==> src/rtl/ptt_pkg.sv <==
`default_nettype none
// ----------------------------------------------------------------------------
// ptt_pkg: shared codes and types for the priority timer table
// Function and result codes, walk modes, and the command and status groups
// that pass between the controller and the datapath.
// ----------------------------------------------------------------------------
package ptt_pkg;

  localparam logic [1:0] FUNC_REGISTER = 2'd0;
  localparam logic [1:0] FUNC_CANCEL   = 2'd1;
  localparam logic [1:0] FUNC_TICK     = 2'd2;

  localparam logic [1:0] KIND_REGISTERED = 2'd0;
  localparam logic [1:0] KIND_CANCELED   = 2'd1;
  localparam logic [1:0] KIND_EXPIRED    = 2'd2;
  localparam logic [1:0] KIND_FULL       = 2'd3;

  localparam logic [1:0] WALK_DEC = 2'd0;
  localparam logic [1:0] WALK_CAN = 2'd1;
  localparam logic [1:0] WALK_SEL = 2'd2;
  localparam logic [1:0] WALK_CMP = 2'd3;

  localparam logic [15:0] ID_START = 16'd50;

  typedef struct packed {
    logic       capture;
    logic       scan_step;
    logic       insert;
    logic       walk_start;
    logic [1:0] walk_mode;
    logic       free_best;
    logic       out_load;
    logic [1:0] out_kind;
  } ptt_cmd_t;

  typedef struct packed {
    logic full;
    logic free_hit;
    logic walk_done;
    logic best_valid;
    logic exp_any;
    logic out_free;
  } ptt_stat_t;

endpackage
`default_nettype wire

==> src/rtl/ptt_ram.sv <==
`default_nettype none
// ----------------------------------------------------------------------------
// ptt_ram: generic single-write, single-read memory
// One write port and one read port with registered read data.
// ----------------------------------------------------------------------------
module ptt_ram #(
  parameter int WIDTH = 8,
  parameter int DEPTH = 16
) (
  input  wire logic                     clk,
  input  wire logic                     we,
  input  wire logic [$clog2(DEPTH)-1:0] waddr,
  input  wire logic [WIDTH-1:0]         wdata,
  input  wire logic [$clog2(DEPTH)-1:0] raddr,
  output      logic [WIDTH-1:0]         rdata
);

  logic [WIDTH-1:0] mem [DEPTH];

  always_ff @(posedge clk) begin
    if (we) begin
      mem[waddr] <= wdata;
    end
    rdata <= mem[raddr];
  end

endmodule
`default_nettype wire

==> src/rtl/ptt_ctrl.sv <==
`default_nettype none
// ----------------------------------------------------------------------------
// ptt_ctrl: sequencing controller for the priority timer table
// Accepts one request word at a time and steps the datapath through its
// slot scans, table walks and result loads.
// ----------------------------------------------------------------------------
module ptt_ctrl import ptt_pkg::*; (
  input  wire logic       clk,
  input  wire logic       rst,
  input  wire logic       req_valid,
  input  wire logic [1:0] func,
  output      logic       req_stall,
  input  wire ptt_stat_t  stat,
  output      ptt_cmd_t   cmd
);

  localparam logic [2:0] S_IDLE = 3'd0;
  localparam logic [2:0] S_FREE = 3'd1;
  localparam logic [2:0] S_WDEC = 3'd2;
  localparam logic [2:0] S_WCAN = 3'd3;
  localparam logic [2:0] S_WSEL = 3'd4;
  localparam logic [2:0] S_WCMP = 3'd5;
  localparam logic [2:0] S_OUT  = 3'd6;

  logic [2:0] state;
  logic [2:0] state_next;
  logic [1:0] pend_kind;
  logic [1:0] pend_kind_next;

  assign req_stall = (state != S_IDLE);

  always_comb begin
    state_next     = state;
    pend_kind_next = pend_kind;
    cmd            = '0;
    cmd.out_kind   = pend_kind;
    case (state)
      S_IDLE: begin
        if (req_valid) begin
          cmd.capture = 1'b1;
          case (func)
            FUNC_REGISTER: begin
              if (stat.full) begin
                pend_kind_next = KIND_FULL;
                state_next     = S_OUT;
              end else begin
                state_next = S_FREE;
              end
            end
            FUNC_CANCEL: begin
              cmd.walk_start = 1'b1;
              cmd.walk_mode  = WALK_CAN;
              state_next     = S_WCAN;
            end
            FUNC_TICK: begin
              cmd.walk_start = 1'b1;
              cmd.walk_mode  = WALK_DEC;
              state_next     = S_WDEC;
            end
            default: state_next = S_IDLE;
          endcase
        end
      end
      S_FREE: begin
        if (stat.free_hit) begin
          cmd.insert     = 1'b1;
          pend_kind_next = KIND_REGISTERED;
          state_next     = S_OUT;
        end else begin
          cmd.scan_step = 1'b1;
        end
      end
      S_WCAN: begin
        if (stat.walk_done) begin
          pend_kind_next = KIND_CANCELED;
          if (stat.best_valid) begin
            cmd.free_best  = 1'b1;
            cmd.walk_start = 1'b1;
            cmd.walk_mode  = WALK_CMP;
            state_next     = S_WCMP;
          end else begin
            state_next = S_OUT;
          end
        end
      end
      S_WDEC: begin
        if (stat.walk_done) begin
          if (stat.exp_any) begin
            cmd.walk_start = 1'b1;
            cmd.walk_mode  = WALK_SEL;
            state_next     = S_WSEL;
          end else begin
            state_next = S_IDLE;
          end
        end
      end
      S_WSEL: begin
        if (stat.walk_done) begin
          cmd.free_best  = 1'b1;
          cmd.walk_start = 1'b1;
          cmd.walk_mode  = WALK_CMP;
          pend_kind_next = KIND_EXPIRED;
          state_next     = S_WCMP;
        end
      end
      S_WCMP: begin
        if (stat.walk_done) begin
          state_next = S_OUT;
        end
      end
      S_OUT: begin
        if (stat.out_free) begin
          cmd.out_load = 1'b1;
          if ((pend_kind == KIND_EXPIRED) && stat.exp_any) begin
            cmd.walk_start = 1'b1;
            cmd.walk_mode  = WALK_SEL;
            state_next     = S_WSEL;
          end else begin
            state_next = S_IDLE;
          end
        end
      end
      default: state_next = S_IDLE;
    endcase
  end

  always_ff @(posedge clk) begin
    if (rst) begin
      state     <= S_IDLE;
      pend_kind <= KIND_REGISTERED;
    end else begin
      state     <= state_next;
      pend_kind <= pend_kind_next;
    end
  end

endmodule
`default_nettype wire

==> src/rtl/ptt_dp.sv <==
`default_nettype none
// ----------------------------------------------------------------------------
// ptt_dp: datapath of the priority timer table
// Holds the slot memory, live and expired flags, the id counter, the walk
// counter with its read pipeline, the best-candidate registers and the
// result register.
// ----------------------------------------------------------------------------
module ptt_dp import ptt_pkg::*; #(
  parameter int SLOTS = 16
) (
  input  wire logic        clk,
  input  wire logic        rst,
  input  wire ptt_cmd_t    cmd,
  output      ptt_stat_t   stat,
  input  wire logic [15:0] seconds,
  input  wire logic [7:0]  priority_req,
  input  wire logic [31:0] client_tag,
  input  wire logic [15:0] cancel_id,
  output      logic        res_valid,
  input  wire logic        res_stall,
  output      logic [1:0]  kind,
  output      logic [15:0] timer_id,
  output      logic [31:0] client_tag_res,
  output      logic        last
);

  localparam int IW = $clog2(SLOTS);
  localparam logic [IW:0] SLOT_CNT = (IW + 1)'(SLOTS);

  typedef struct packed {
    logic [15:0]   id;
    logic [7:0]    prio;
    logic [15:0]   rem;
    logic [31:0]   client;
    logic [IW-1:0] arr;
  } rec_t;

  logic [15:0]      cap_secs;
  logic [7:0]       cap_prio;
  logic [31:0]      cap_tag;
  logic [15:0]      cap_cid;
  logic [15:0]      id_counter;
  logic [SLOTS-1:0] live;
  logic [SLOTS-1:0] expired;
  logic [IW:0]      live_cnt;
  logic [IW:0]      idx;
  logic             walking;
  logic [1:0]       mode;
  logic             rd_vld;
  logic [IW-1:0]    pidx;
  logic             best_valid;
  logic [IW-1:0]    best_idx;
  logic [15:0]      best_id;
  logic [31:0]      best_client;
  logic [7:0]       best_prio;
  logic [IW-1:0]    best_arr;
  logic [IW-1:0]    cmp_arr;

  rec_t                 r;
  rec_t                 wrec;
  logic [$bits(rec_t)-1:0] ram_rdata;
  logic                 we;
  logic [IW-1:0]        waddr;
  logic                 lv;
  logic                 ex;
  logic                 better;
  logic                 take;

  ptt_ram #(
    .WIDTH ($bits(rec_t)),
    .DEPTH (SLOTS)
  ) u_ram (
    .clk   (clk),
    .we    (we),
    .waddr (waddr),
    .wdata (wrec),
    .raddr (idx[IW-1:0]),
    .rdata (ram_rdata)
  );

  assign r      = rec_t'(ram_rdata);
  assign lv     = live[pidx];
  assign ex     = expired[pidx];
  assign better = !best_valid || (r.prio > best_prio) ||
                  ((r.prio == best_prio) && (r.arr < best_arr));
  assign take   = rd_vld && better &&
                  (((mode == WALK_CAN) && lv && (r.id == cap_cid)) ||
                   ((mode == WALK_SEL) && ex));

  always_comb begin
    we    = 1'b0;
    waddr = pidx;
    wrec  = r;
    if (cmd.insert) begin
      we          = 1'b1;
      waddr       = idx[IW-1:0];
      wrec.id     = id_counter + 16'd1;
      wrec.prio   = cap_prio;
      wrec.rem    = (cap_secs == 16'd0) ? 16'd1 : cap_secs;
      wrec.client = cap_tag;
      wrec.arr    = live_cnt[IW-1:0];
    end else if (rd_vld) begin
      case (mode)
        WALK_DEC: begin
          if (lv) begin
            we       = 1'b1;
            wrec.rem = (r.rem <= 16'd1) ? 16'd0 : (r.rem - 16'd1);
          end
        end
        WALK_CMP: begin
          if (lv && (r.arr > cmp_arr)) begin
            we       = 1'b1;
            wrec.arr = r.arr - IW'(1);
          end
        end
        default: we = 1'b0;
      endcase
    end
  end

  assign stat.full       = (live_cnt == SLOT_CNT);
  assign stat.free_hit   = !live[idx[IW-1:0]];
  assign stat.walk_done  = walking && (idx == SLOT_CNT) && !rd_vld;
  assign stat.best_valid = best_valid;
  assign stat.exp_any    = |expired;
  assign stat.out_free   = !res_valid || !res_stall;

  always_ff @(posedge clk) begin
    if (rst) begin
      id_counter <= ID_START;
      live       <= '0;
      expired    <= '0;
      live_cnt   <= '0;
      idx        <= '0;
      walking    <= 1'b0;
      mode       <= WALK_DEC;
      rd_vld     <= 1'b0;
      best_valid <= 1'b0;
      res_valid  <= 1'b0;
    end else begin
      rd_vld <= walking && (idx < SLOT_CNT);
      if (cmd.capture) begin
        idx <= '0;
      end
      if (cmd.scan_step) begin
        idx <= idx + 1'b1;
      end
      if (cmd.insert) begin
        live[idx[IW-1:0]] <= 1'b1;
        live_cnt          <= live_cnt + 1'b1;
        id_counter        <= id_counter + 16'd1;
      end
      if (cmd.walk_start) begin
        walking <= 1'b1;
        idx     <= '0;
        mode    <= cmd.walk_mode;
        if ((cmd.walk_mode == WALK_CAN) || (cmd.walk_mode == WALK_SEL)) begin
          best_valid <= 1'b0;
        end
        if (cmd.walk_mode == WALK_DEC) begin
          expired <= '0;
        end
      end else if (walking) begin
        if (idx < SLOT_CNT) begin
          idx <= idx + 1'b1;
        end else if (!rd_vld) begin
          walking <= 1'b0;
        end
      end
      if (rd_vld && (mode == WALK_DEC) && lv && (r.rem <= 16'd1)) begin
        expired[pidx] <= 1'b1;
      end
      if (take) begin
        best_valid <= 1'b1;
      end
      if (cmd.free_best) begin
        live[best_idx]    <= 1'b0;
        expired[best_idx] <= 1'b0;
        live_cnt          <= live_cnt - 1'b1;
      end
      if (cmd.out_load) begin
        res_valid <= 1'b1;
      end else if (!res_stall) begin
        res_valid <= 1'b0;
      end
    end
  end

  always_ff @(posedge clk) begin
    pidx <= idx[IW-1:0];
    if (cmd.capture) begin
      cap_secs <= seconds;
      cap_prio <= priority_req;
      cap_tag  <= client_tag;
      cap_cid  <= cancel_id;
    end
    if (take) begin
      best_idx    <= pidx;
      best_id     <= r.id;
      best_client <= r.client;
      best_prio   <= r.prio;
      best_arr    <= r.arr;
    end
    if (cmd.free_best) begin
      cmp_arr <= best_arr;
    end
    if (cmd.out_load) begin
      kind <= cmd.out_kind;
      last <= (cmd.out_kind != KIND_EXPIRED) || (expired == '0);
      case (cmd.out_kind)
        KIND_REGISTERED: begin
          timer_id       <= id_counter;
          client_tag_res <= cap_tag;
        end
        KIND_CANCELED: begin
          timer_id       <= cap_cid;
          client_tag_res <= cap_tag;
        end
        KIND_EXPIRED: begin
          timer_id       <= best_id;
          client_tag_res <= best_client;
        end
        default: begin
          timer_id       <= 16'd0;
          client_tag_res <= cap_tag;
        end
      endcase
    end
  end

endmodule
`default_nettype wire

==> src/rtl/priority_software_timer_table.sv <==
`default_nettype none
// ----------------------------------------------------------------------------
// priority_software_timer_table: one-shot timer table with priority expiry
// Request words register a timer, cancel a timer or deliver a one-second
// tick. Each register or cancel word gives one result word; a tick gives one
// expired word per timer that runs out, highest priority first and, within
// one priority, oldest first, with last set on the final one.
//
// Both channels use valid and stall. A request word is taken only while the
// block is idle; the result register lets the next request in while a
// result still waits. While the receiver stalls, the result word holds and
// the block waits before loading the next one.
// A register word scans for a free slot unless the table is full. A cancel
// walks the slot memory once, plus a second walk when a timer is removed.
// A tick walks the slot memory once and then, per expired timer, makes one
// walk to pick it and one walk to close the gap in the age ranks, through
// the single memory read port.
// Reset clears all timers and sets the id counter so the first id is 51;
// no clearing pass is needed.
// ----------------------------------------------------------------------------
module priority_software_timer_table import ptt_pkg::*; #(
  parameter int SLOTS = 16
) (
  input  wire logic        clk,
  input  wire logic        rst,
  input  wire logic        req_valid,
  output      logic        req_stall,
  input  wire logic [1:0]  func,
  input  wire logic [15:0] seconds,
  input  wire logic [7:0]  priority_req,
  input  wire logic [31:0] client_tag,
  input  wire logic [15:0] cancel_id,
  output      logic        res_valid,
  input  wire logic        res_stall,
  output      logic [1:0]  kind,
  output      logic [15:0] timer_id,
  output      logic [31:0] client_tag_res,
  output      logic        last
);

  ptt_cmd_t  cmd;
  ptt_stat_t stat;

  ptt_ctrl u_ctrl (
    .clk       (clk),
    .rst       (rst),
    .req_valid (req_valid),
    .func      (func),
    .req_stall (req_stall),
    .stat      (stat),
    .cmd       (cmd)
  );

  ptt_dp #(
    .SLOTS (SLOTS)
  ) u_dp (
    .clk            (clk),
    .rst            (rst),
    .cmd            (cmd),
    .stat           (stat),
    .seconds        (seconds),
    .priority_req   (priority_req),
    .client_tag     (client_tag),
    .cancel_id      (cancel_id),
    .res_valid      (res_valid),
    .res_stall      (res_stall),
    .kind           (kind),
    .timer_id       (timer_id),
    .client_tag_res (client_tag_res),
    .last           (last)
  );

endmodule
`default_nettype wire
==> config.mk <==
export PLATFORM = sky130hd
export DESIGN_NAME = priority_software_timer_table
export DESIGN_NICKNAME = d
export VERILOG_FILES = /design/src/rtl/ptt_pkg.sv /design/src/rtl/ptt_ram.sv /design/src/rtl/ptt_ctrl.sv /design/src/rtl/ptt_dp.sv /design/src/rtl/priority_software_timer_table.sv
export SDC_FILE = /design/constraint.sdc
export NUM_CORES = 2
export LEC_CHECK = 0
export ABC_CLOCK_PERIOD_IN_PS = 6940
export BUFFER_PORTS_ARGS = -buffer_cell sky130_fd_sc_hd__buf_4
export CORE_MARGIN = 1
export CORE_UTILIZATION = 45
export CTS_CLUSTER_SIZE = 10
export DETAILED_ROUTE_END_ITERATION = 16
export PLACE_DENSITY_LB_ADDON = 0.1
export SETUP_SLACK_MARGIN = 0.5
export SLEW_MARGIN = 20
export SYNTH_ARGS = -nofsm -noshare
export SYNTH_HDL_FRONTEND = slang
export SYNTH_SLANG_ARGS = --single-unit
==> constraint.sdc <==
create_clock -name clk -period 6.94 [get_ports clk]
set_input_delay 0.347 -clock clk [delete_from_list [all_inputs] [get_ports clk]]
set_output_delay 0.347 -clock clk [all_outputs]
set_load 0.05 [all_outputs]
==> impl_metrics.env <==
export IMPL_outcome="finished clean"
export IMPL_worstSetupPathType="reg -> reg"
export IMPL_io_pins=131
export IMPL_fin_crit_sh_pct=67.8
export IMPL_layout_commonest_cell="edfxtp_1"
export IMPL_num_vias=29710
export IMPL_wl_per_cell_um=28.0
export IMPL_clock_path_buffers=3
export IMPL_stdcell_count=5158
export IMPL_place_hpwl_mm=78.8
export IMPL_rr_startpoint="u_dp.idx[1]"
export IMPL_ir_drop_uv=281
export IMPL_clk_latency_ns=0.80
export IMPL_clk_pin_slew_ns=0.05
export IMPL_cts_sinks=1556
export IMPL_cts_tree="yes"
export IMPL_yosysSeqAreaShare_pct=75.5
export IMPL_cts_inserted_buffers=178
export IMPL_whs_ns=0.166
export IMPL_synth_cells=2944
export IMPL_root_buffer="clkbuf_16"
export IMPL_p_per_area_mw_per_mm2=345
export IMPL_synth_area_mm2=0.0599
export IMPL_synthFlopType="edfxtp_1"
export IMPL_clock_fmax_mhz=213
export IMPL_synth_seq_cells=1556
export IMPL_grt_overflow=0
export IMPL_synth_nets=3057
export IMPL_die_w_um=367
export IMPL_hold_class="in -> reg"
export IMPL_yosysWarnings=0
export IMPL_grt_util_all_layers_pct=21.7
export IMPL_routed_wl_mm=144
export IMPL_worstPathMaxFanout=58
export IMPL_crit_path_end_kind="register"
export IMPL_die_h_um=367
export IMPL_worst_pin_slew_ns=1.15
export IMPL_h_tree_depth=4
export IMPL_fin_nets=3373
export IMPL_async_reset_ff_share_pct=0
export IMPL_rsz0062_at_grt="no"
export IMPL_ant_nets=0
export IMPL_finClkSkew_ns=0.0299
export IMPL_diodes=0
export IMPL_area_growth_pct=16.1
export IMPL_grt_antenna_before_repair=1
export IMPL_core_area_mm2=0.132
export IMPL_grt_max_degree=106
export IMPL_max_cap_violations=0
export IMPL_cp_startpoint="u_dp.idx[1]"
export IMPL_ctsResizeCount=0
export IMPL_hp_start="func[1]"
export IMPL_final_cell_mix="edfxtp_1 (1407), mux4_2 (385), nand2_1 (198)"
export IMPL_grt_pass1_wl_mm=212
export IMPL_final_hold_violation_count=0
export IMPL_dr_first_iter_drc_count=2663
export IMPL_start_util_pct=45.5
export IMPL_portBuffers=130
export IMPL_syn_area_per_cell_um2=20.4
export IMPL_fin_setup_tns_ns=0
export IMPL_setup_viol=0
export IMPL_drc=0
export IMPL_maxSlewViolCount=0
export IMPL_synth_edf_count=1407
export IMPL_p_leak_nw=21.9
export IMPL_dr_pass1_iters=6
export IMPL_dp_cells=4760
export IMPL_period_minus_slack_ns=4.71
export IMPL_dieArea_mm2=0.135
export IMPL_worstPathRequired_ns=7.38
export IMPL_drive_gt1_share_pct=26.0
export IMPL_start_kind="register"
export IMPL_rows=133
export IMPL_finalWeightedCongestion=0.845
export IMPL_vias_per_cell=5.76
export IMPL_grt_pass1_vias=30850
export IMPL_slew_headroom_pct=23.5
export IMPL_synth_cell_types=72
export IMPL_r2r_slack_ns=2.23
export IMPL_worstPathArrival_ns=5.15
==> Yosys cell counts (all sizes together) (3+ instances only) <==
cell type     n  area, um2
a21o          5       37.5
nor3b         3       22.5
xnor2        41        359
mux4        385       8670
nor2         79        302
o211ai        4       30.0
o21ai        59        295
o21bai        4       30.0
nand2b       12       75.1
and4          4       35.0
dfxtp       149       2980
a32o         17        170
and2          7       43.8
a2111oi      10        108
nand4        10       62.6
nor2b        32        203
a211oi       12       95.1
a22oi         7       52.6
and3          9       56.3
a31oi        24        150
a21oi        45        225
clkbuf       87        327
nand3        17       85.1
buf          60        307
or2           6       37.5
or3b          5       43.8
o2bb2ai       7       61.3
nand2       198        743
o211a         6       60.1
edfxtp     1407      42300
mux2         34        383
nor3         19        100
or3           5       31.3
nand3b        3       22.5
mux2i        38        380
nor4         16        106
inv          37        139
ha           34        425
xor2         22        193
==> worst max-delay path, cell delays in order, from the launching register on <==
cell and delay [ns]:
dfxtp_4 0.90, mux2i_1 0.26, mux4_2 0.30, nor2b_2 0.53
or2_4 0.59, a21oi_1 0.42, nor2_4 0.90, buf_12 0.37
==> per-stage QoR <==
| stage | setup WS [ns] | cell area, um2 | total power (W) | utilization (%) |
|---|---|---|---|---|
| after floorplan | 1.26 | 59900 | 0.0143 | - |
| after global placement | 2.00 | 63400 | 0.0155 | 48.1 |
| after detailed placement | 2.15 | 63500 | 0.0156 | 48.2 |
| after CTS | 2.11 | 69500 | 0.0242 | 52.7 |
| after global routing | 1.98 | 69600 | 0.0249 | 52.8 |
| final | 2.23 | 69600 | 0.0240 | 52.8 |
==> report_power, final <==
| group | internal, W | switching, W |
|---|---|---|
| Sequential | 0.0117 | 0.000380 |
| Clock | 0.00500 | 0.00356 |
| Combinational | 0.00114 | 0.00218 |
==> metal layers <==
metal,vias to the layer above,global-route usage (%),wire (um)
met3,168,3.52,7490
met1,15965,32.0,65700
met2,892,33.9,69000
li1,12685,-,-
met5,-,0,0
met4,0,4.98,2030
==> registers in the layout, indices dropped and copies added, names as in the netlist, 4 cells and up <==
| name | flops |
|---|---|
| u_dp.live_cnt | 5 |
| u_dp.cap_cid | 16 |
| u_dp.u_ram.rdata | 76 |
| u_dp.best_arr | 4 |
| u_dp.idx | 5 |
| u_dp.best_prio | 8 |
| u_dp.best_client | 32 |
| u_dp.live | 16 |
| u_dp.id_counter | 16 |
| u_dp.u_ram.mem | 1216 |
| u_dp.pidx | 4 |
| u_dp.best_id | 16 |
| u_dp.client_tag_res | 32 |
| u_dp.cap_prio | 8 |
| u_dp.expired | 16 |
| u_dp.cap_secs | 16 |
| u_dp.best_idx | 4 |
| u_dp.cmp_arr | 4 |
| u_dp.cap_tag | 32 |
| u_dp.timer_id | 16 |
==> area by class of cell <==
cell class                      count  area [um2]
Clock buffer                      310        5150
Tap cell                         1755        2200
Multi-Input combinational cell   1204       14100
Sequential cell                  1556       45200
Inverter                           37         141
Clock inverter                     13         141
Fill cell                       10384       62200
Timing Repair Buffer              283        2560
==> what timing repair did <==
action | in CTS | in global routing
buffers inserted | 0 | 0
hold buffers | 75 | 0
hold endpoints to repair | 104 | 0
==> kinds of logic after synthesis <==
logic type	after synthesis	synth area share, %
flip-flops	1556	75.5
multiplexers	457	15.7
AND/OR/NAND/NOR	430	3.36
AO/OA/AOI/OAI	219	2.47
buffers and inverters	184	1.29
XOR/XNOR	63	0.921
adder cells (fa/ha/maj)	35	0.743
==> worst paths after layout <==
| kind | end | depth (start not counted) |
|---|---|---|
| setup reg to reg | u_dp.u_ram.mem[4][27] | 7 |
| setup / recovery | u_dp.u_ram.mem[4][27] | 7 |
| hold reg to reg | u_dp.best_client[27] | 0 |
| hold / removal | u_dp.mode[1] | 6 |
(Power assumes the default switching activity.)
